===== config.mk =====
export PLATFORM = sky130hd
export DESIGN_NAME = down_counting_event_timer_unit
export DESIGN_NICKNAME = d
export VERILOG_FILES = /design/src/sv/dcet_pkg.sv /design/src/sv/dcet_core.sv /design/src/sv/down_counting_event_timer_unit.sv
export SDC_FILE = /design/constraint.sdc
export NUM_CORES = 1
export LEC_CHECK = 0
export BUFFER_PORTS_ARGS = -buffer_cell sky130_fd_sc_hd__buf_4
export CAP_MARGIN = 20
export CORE_ASPECT_RATIO = 0.75
export CORE_MARGIN = 2
export CORE_UTILIZATION = 61
export CTS_CLUSTER_DIAMETER = 50
export DETAILED_ROUTE_END_ITERATION = 10
export PLACE_DENSITY = 0.79
export REMOVE_ABC_BUFFERS = 1
export SYNTH_ARGS = -nofsm -noshare
export SYNTH_HDL_FRONTEND = slang
export SYNTH_SLANG_ARGS = --single-unit
export TNS_END_PERCENT = 50

===== constraint.sdc =====
create_clock -name clk -period 3.65 [get_ports clk]
set_input_delay 0.5475 -clock clk [delete_from_list [all_inputs] [get_ports clk]]
set_output_delay 0.5475 -clock clk [all_outputs]
set_load 0.1 [all_outputs]

===== src/sv/dcet_pkg.sv =====
// ----------------------------------------------------------------------------
// dcet_pkg
// Shared beat types, operation codes, register offsets and bit positions of
// the down-counting event timer.
// ----------------------------------------------------------------------------
package dcet_pkg;

  // Operation codes of an input beat
  localparam logic [1:0] OP_TICK  = 2'd0;
  localparam logic [1:0] OP_READ  = 2'd1;
  localparam logic [1:0] OP_WRITE = 2'd2;
  localparam logic [1:0] OP_NONE  = 2'd3;

  // Register word offsets
  localparam logic [2:0] REG_LOAD_LO   = 3'd0;
  localparam logic [2:0] REG_LOAD_HI   = 3'd1;
  localparam logic [2:0] REG_VALUE_LO  = 3'd2;
  localparam logic [2:0] REG_VALUE_HI  = 3'd3;
  localparam logic [2:0] REG_CTL       = 3'd4;
  localparam logic [2:0] REG_INT       = 3'd5;
  localparam logic [2:0] REG_SHADOW_LO = 3'd6;
  localparam logic [2:0] REG_SHADOW_HI = 3'd7;

  // Control register bits
  localparam int CTL_PERIODIC_BIT = 0;
  localparam int CTL_ENABLE_BIT   = 1;
  localparam int CTL_WIDE_BIT     = 16;

  // Interrupt register bits
  localparam int INT_EN_BIT     = 0;
  localparam int INT_RAW_BIT    = 1;
  localparam int INT_MASKED_BIT = 2;
  localparam int INT_CLR_BIT    = 3;

  // Low word mask of the counter
  localparam logic [63:0] LO32_MASK = 64'h0000_0000_FFFF_FFFF;

  typedef struct packed {
    logic [1:0]  operation;
    logic [2:0]  reg_index;
    logic [31:0] write_data;
  } in_beat_t;

  typedef struct packed {
    logic [31:0] read_data;
    logic        irq_line;
  } out_beat_t;

endpackage


===== src/sv/dcet_core.sv =====
// ----------------------------------------------------------------------------
// dcet_core
// Timer state and register file: applies one beat per enabled cycle and
// forms its result from the state the beat leaves.
// ----------------------------------------------------------------------------
module dcet_core #(
  parameter int COUNTER_BITS = 64
) (
  input  logic               clk,
  input  logic               rst_n,
  input  logic               step_en,
  input  dcet_pkg::in_beat_t item,
  output dcet_pkg::out_beat_t result
);

  localparam logic [COUNTER_BITS-1:0] LO_MASK = COUNTER_BITS'(dcet_pkg::LO32_MASK);
  localparam logic [COUNTER_BITS-1:0] ONE     = COUNTER_BITS'(1);

  logic [COUNTER_BITS-1:0] load_r, load_nxt;
  logic [COUNTER_BITS-1:0] count_r, count_nxt;
  logic                    run_r, run_nxt;
  logic                    periodic_r, periodic_nxt;
  logic                    wide_r, wide_nxt;
  logic                    irq_en_r, irq_en_nxt;
  logic                    irq_raw_r, irq_raw_nxt;

  logic [COUNTER_BITS-1:0] eff_mask;
  logic [COUNTER_BITS-1:0] ctl_mask;
  logic [COUNTER_BITS-1:0] eff_count;
  logic [COUNTER_BITS-1:0] eff_load;
  logic [63:0]             load_ext;
  logic [63:0]             count_ext;
  logic [31:0]             wd;
  logic [31:0]             rd;

  // Work out the next state and the read data of the current beat
  always_comb begin
    load_nxt     = load_r;
    count_nxt    = count_r;
    run_nxt      = run_r;
    periodic_nxt = periodic_r;
    wide_nxt     = wide_r;
    irq_en_nxt   = irq_en_r;
    irq_raw_nxt  = irq_raw_r;
    rd           = '0;
    wd           = item.write_data;

    eff_mask  = wide_r ? '1 : LO_MASK;
    ctl_mask  = wd[dcet_pkg::CTL_WIDE_BIT] ? '1 : LO_MASK;
    eff_count = count_r & eff_mask;
    eff_load  = load_r & eff_mask;
    load_ext  = 64'(load_r);
    count_ext = 64'(count_r);

    unique case (item.operation)
      dcet_pkg::OP_TICK: begin
        // Count down, then fire and reload or stop at zero
        if (run_r) begin
          if (eff_count <= ONE) begin
            irq_raw_nxt = 1'b1;
            if (periodic_r) begin
              count_nxt = eff_load;
            end else begin
              count_nxt = '0;
              run_nxt   = 1'b0;
            end
          end else begin
            count_nxt = eff_count - ONE;
          end
        end
      end
      dcet_pkg::OP_READ: begin
        unique case (item.reg_index)
          dcet_pkg::REG_LOAD_LO:   rd = load_ext[31:0];
          dcet_pkg::REG_LOAD_HI:   rd = load_ext[63:32];
          dcet_pkg::REG_VALUE_LO,
          dcet_pkg::REG_SHADOW_LO: rd = count_ext[31:0];
          dcet_pkg::REG_VALUE_HI,
          dcet_pkg::REG_SHADOW_HI: rd = count_ext[63:32];
          dcet_pkg::REG_CTL: begin
            rd[dcet_pkg::CTL_PERIODIC_BIT] = periodic_r;
            rd[dcet_pkg::CTL_ENABLE_BIT]   = run_r;
            rd[dcet_pkg::CTL_WIDE_BIT]     = wide_r;
          end
          dcet_pkg::REG_INT: begin
            rd[dcet_pkg::INT_EN_BIT]     = irq_en_r;
            rd[dcet_pkg::INT_RAW_BIT]    = irq_raw_r;
            rd[dcet_pkg::INT_MASKED_BIT] = irq_raw_r & irq_en_r;
          end
          default: rd = '0;
        endcase
      end
      dcet_pkg::OP_WRITE: begin
        unique case (item.reg_index)
          dcet_pkg::REG_LOAD_LO: load_nxt = COUNTER_BITS'({load_ext[63:32], wd});
          dcet_pkg::REG_LOAD_HI: load_nxt = COUNTER_BITS'({wd, load_ext[31:0]});
          dcet_pkg::REG_CTL: begin
            periodic_nxt = wd[dcet_pkg::CTL_PERIODIC_BIT];
            wide_nxt     = wd[dcet_pkg::CTL_WIDE_BIT];
            run_nxt      = wd[dcet_pkg::CTL_ENABLE_BIT];
            // Load the counter on a rising enable only
            if (wd[dcet_pkg::CTL_ENABLE_BIT] && !run_r) begin
              count_nxt = load_r & ctl_mask;
            end
          end
          dcet_pkg::REG_INT: begin
            irq_en_nxt = wd[dcet_pkg::INT_EN_BIT];
            if (wd[dcet_pkg::INT_CLR_BIT]) begin
              irq_raw_nxt = 1'b0;
            end
          end
          default: ;
        endcase
      end
      default: ;
    endcase

    result.read_data = rd;
    result.irq_line  = irq_raw_nxt & irq_en_nxt;
  end

  // Advance the timer state on each processed beat
  always_ff @(posedge clk) begin
    if (!rst_n) begin
      load_r     <= '0;
      count_r    <= '0;
      run_r      <= 1'b0;
      periodic_r <= 1'b0;
      wide_r     <= 1'b0;
      irq_en_r   <= 1'b0;
      irq_raw_r  <= 1'b0;
    end else if (step_en) begin
      load_r     <= load_nxt;
      count_r    <= count_nxt;
      run_r      <= run_nxt;
      periodic_r <= periodic_nxt;
      wide_r     <= wide_nxt;
      irq_en_r   <= irq_en_nxt;
      irq_raw_r  <= irq_raw_nxt;
    end
  end

endmodule


===== src/sv/down_counting_event_timer_unit.sv =====
// ----------------------------------------------------------------------------
// down_counting_event_timer_unit
// Down-counting timer with load, value, control, interrupt and shadow
// registers; each tick, read or write beat yields one result beat.
// ----------------------------------------------------------------------------
// Path: input accept to out_valid passes the input register, then the state
//   update and result register.
// Throughput: one beat per cycle unless out_stall holds a full result register;
//   the single-pass update of the timer state follows the input register.
// Reset: rst_n clears both valid stages and all timer state to zero.
module down_counting_event_timer_unit #(
  parameter int COUNTER_BITS = 64
) (
  input  logic                 clk,
  input  logic                 rst_n,
  input  logic                 in_valid,
  output logic                 in_stall,
  input  dcet_pkg::in_beat_t   in_data,
  output logic                 out_valid,
  input  logic                 out_stall,
  output dcet_pkg::out_beat_t  out_data
);

  logic                s1_valid_r, s1_valid_nxt;
  dcet_pkg::in_beat_t  s1_item_r;
  logic                out_valid_r, out_valid_nxt;
  dcet_pkg::out_beat_t out_data_r;
  dcet_pkg::out_beat_t core_result;
  logic                out_free;
  logic                step_en;
  logic                in_accept;

  // Handshake: process a held beat whenever the result register can take it
  assign out_free      = !out_valid_r || !out_stall;
  assign step_en       = s1_valid_r && out_free;
  assign in_stall      = s1_valid_r && !out_free;
  assign in_accept     = in_valid && !in_stall;
  assign s1_valid_nxt  = in_accept || (s1_valid_r && !step_en);
  assign out_valid_nxt = step_en || (out_valid_r && out_stall);

  dcet_core #(
    .COUNTER_BITS(COUNTER_BITS)
  ) u_core (
    .clk    (clk),
    .rst_n  (rst_n),
    .step_en(step_en),
    .item   (s1_item_r),
    .result (core_result)
  );

  // Hold valid flags
  always_ff @(posedge clk) begin
    if (!rst_n) begin
      s1_valid_r  <= 1'b0;
      out_valid_r <= 1'b0;
    end else begin
      s1_valid_r  <= s1_valid_nxt;
      out_valid_r <= out_valid_nxt;
    end
  end

  // Capture input and result payloads
  always_ff @(posedge clk) begin
    if (in_accept) begin
      s1_item_r <= in_data;
    end
    if (step_en) begin
      out_data_r <= core_result;
    end
  end

  assign out_valid = out_valid_r;
  assign out_data  = out_data_r;

endmodule


==> key figures <==
Clocking
  – Post-CTS sizing: 0
  – H-tree levels: 1
  – Total setup buffers inserted after CTS: 0
  – Clk_lat worst skew: 0.51 ns
  – Hold bufs inserted after CTS: 0
  – CTS root buffer: clkbuf_16
  – CTS tree: done
  – Clock Sinks: 205
  – Total CTS buffers: 21
  – Clock transition at path regs: 0.06 ns
  – Clk buf depth: 3

Synth
  – Post-synth EDFFs: 70
  – Sequential fraction of the synthesis area: 0.460
  – Count of warnings emitted by yosys: 0
  – Most used DFF post-synth: dfxtp_1
  – Yosys top cell area share: 0.259
  – Ys async rst share: 0
  – Synth unique cells: 70
  – Yosys top cell by area: dfxtp_1
  – Post-synthesis cell area: 10400 sq um
  – Dominant cells by area after synthesis: dfxtp_1, edfxtp_1, a21oi_1
  – Mapped Cells: 1223
  – Avg Cell Area, Syn: 8.54 sq um
  – Synthesized flop and latch total: 205
  – Most common cell in the netlist: nand2_1
  – Synth cell count leaders: nand2_1, a21oi_1, dfxtp_1

Power and ir drop
  – Pleak: 4.33 nW
  – VDD IR max: 0.000376 V
  – Pwr/cell area: 412 nW/um^2

Placed design
  – GP Congestion: 1.09
  – Hpwl dp: 24600 um
  – Port Buffers: 75
  – Placed insts: 1469

Routing
  – Wire length per cell: 24.4 um
  – DR iter-0 viols: 1407
  – Antenna viol nets, final: 0
  – # DRC: 0
  – Vias per Instance: 6.97
  – DR vias: 10.5k
  – TritonRoute pass-1 iters: 6
  – Post-Route WL: 36700 um

Timing
  – Slew @ Worst Pin: 1.04 ns
  – Post-layout min period: 3.32 ns
  – Final setup viols: 0
  – Final period util: 0.909
  – Final slew viol count: 0
  – Relative slew slack: 0.305
  – Sum of negative setup slack: 0 ns
  – Final hold vios: 0
  – Clk_skew: 0.0116 ns
  – RSZ-0062 raised after global routing: false
  – FMAX: 0.301 GHz
  – Min Hold Slack: 0.209 ns

Floorplanning
  – Starting density of the core: 0.622
  – Die area: 18200 sq um
  – Chip width: 155 um
  – Standard-cell rows: 41
  – DIE HEIGHT: 117 um
  – Core region area: 16800 sq um
  – Ports: 76

Min path
  – HP Class: input port to register

Global routing
  – First-pass GRT wire length: 55900 um
  – Met1 Use GR: 0.585
  – Total track usage: 0.401
  – Grt ovf: 0
  – Initial antenna violation count: 0
  – Gr busiest metal: met2
  – GR Util met2: 0.591
  – Largest net degree at the start of global routing: 62
  – Met3 GRT Util: 0.0998
  – Vias in the first global route: 9581

Worst setup path
  – Critical path required time: 4.06 ns
  – Critical Path Sink Type: register
  – CP arrival: 3.73 ns
  – Max Fanout on Critical Path: 7
  – Critical path type: register to register
  – Worst setup SP type: register

Layout
  – Share of layout cells above drive strength 1: 0.169
  – Final #Nets: 1320
  – Final Non-Filler Cells: 1506
  – Antenna cell count: 0
  – Area delta synth->final: 15.1%

Run status
  – Result of the run: complete, no violations

Job
  – Max Cap Viol: 0
cell usage in the layout (no fill, tap or decap), drive strengths merged, types with 5 or more instances in the layout:
cell type / n
xor2: 5
a22oi: 35
xnor2: 8
buf: 129
nand3: 57
o21a: 7
nand4: 7
clkbuf: 29
a221oi: 20
nand2: 197
mux2: 29
a32oi: 8
or3: 14
edfxtp: 70
a211oi: 9
a2111oi: 9
nor4: 19
inv: 11
nand2b: 7
a21oi: 165
o211ai: 14
and3: 5
or4: 9
a32o: 8
dfxtp: 135
nor2b: 7
nor3: 34
o21ai: 68
clkinv: 6
o22ai: 6
a31oi: 8
o31ai: 6
nor2: 88
final cells by class:
cell class / count / area (sq um)
timing repair buffer: 129 / 993
inverter: 10 / 37.5
sequential: 205 / 4810
tap: 215 / 269
fill: 1311 / 4760
multi-input combinational: 910 / 5270
clock buffer: 29 / 566
clock inverter: 8 / 70.1
registers in the layout, indices dropped and copies added (netlist names):
signal,cells
s1_item_r,37
u_core.irq_en_r,1
u_core.count_ext,64
u_core.wide_r,1
u_core.run_r,1
out_data,33
u_core.irq_raw_r,1
u_core.load_ext,64
out_valid,1
u_core.periodic_r,1
s1_valid_r,1
per-layer routing:
layer	vias up	wire length [um]
li1	4640	-
met4	0	920
met3	90	4770
met2	751	15300
met5	-	0
met1	5009	15700
worst max-delay path, cell delays in order (launching register included):
cell	delay [ns]
dfxtp_1	0.36
inv_1	0.08
ha_1	0.26
or4b_1	0.58
nor4_1	0.54
nand4_1	0.38
or4_1	0.49
a32oi_1	0.21
a211oi_1	0.10
a31o_2	0.22
path summary, 6_finish.rpt:
| check | endpoint | slack (ns) | depth (start not counted) | startpoint |
|---|---|---|---|---|
| setup / recovery | u_core.count_ext[48] | 0.33 | 9 | u_core.count_ext[0] |
| hold / removal | s1_item_r[14] | 0.21 | 1 | in_data[14] |
| setup reg to reg | u_core.count_ext[48] | 0.33 | 9 | u_core.count_ext[0] |
| hold reg to reg | u_core.load_ext[25] | 0.48 | 2 | u_core.load_ext[25] |
where the power goes:
group | total [W] | leakage (nW) | internal [W] | switching, W
registers | 0.00244 | 1.78 | 0.00240 | 0.0000323
clock network | 0.00207 | 0.312 | 0.00116 | 0.000915
logic | 0.000443 | 2.24 | 0.000122 | 0.000320
total | 0.00495 | 4.33 | 0.00368 | 0.00127
kinds of logic after synthesis:
logic type / synth area share
multiplexers: 0.0351
AO/OA/AOI/OAI: 0.244
flip-flops: 0.460
AND/OR/NAND/NOR: 0.208
XOR/XNOR: 0.0109
buffers and inverters: 0.0400
adder cells (fa/ha/maj): 0.00240
stage by stage:
step	total power, W	worst slack (ns)	utilization	area, sq um
2_1_floorplan	0.00272	-3.02	-	10100
3_3_place_gp	0.00290	0.533	0.678	11400
3_5_place_dp	0.00291	0.422	0.678	11400
4_1_cts	0.00493	0.413	0.716	12000
5_1_grt	0.00504	0.0840	0.716	12000
6_report	0.00495	0.331	0.716	12000
No activity file was read; power rests on OpenSTA's default activity.
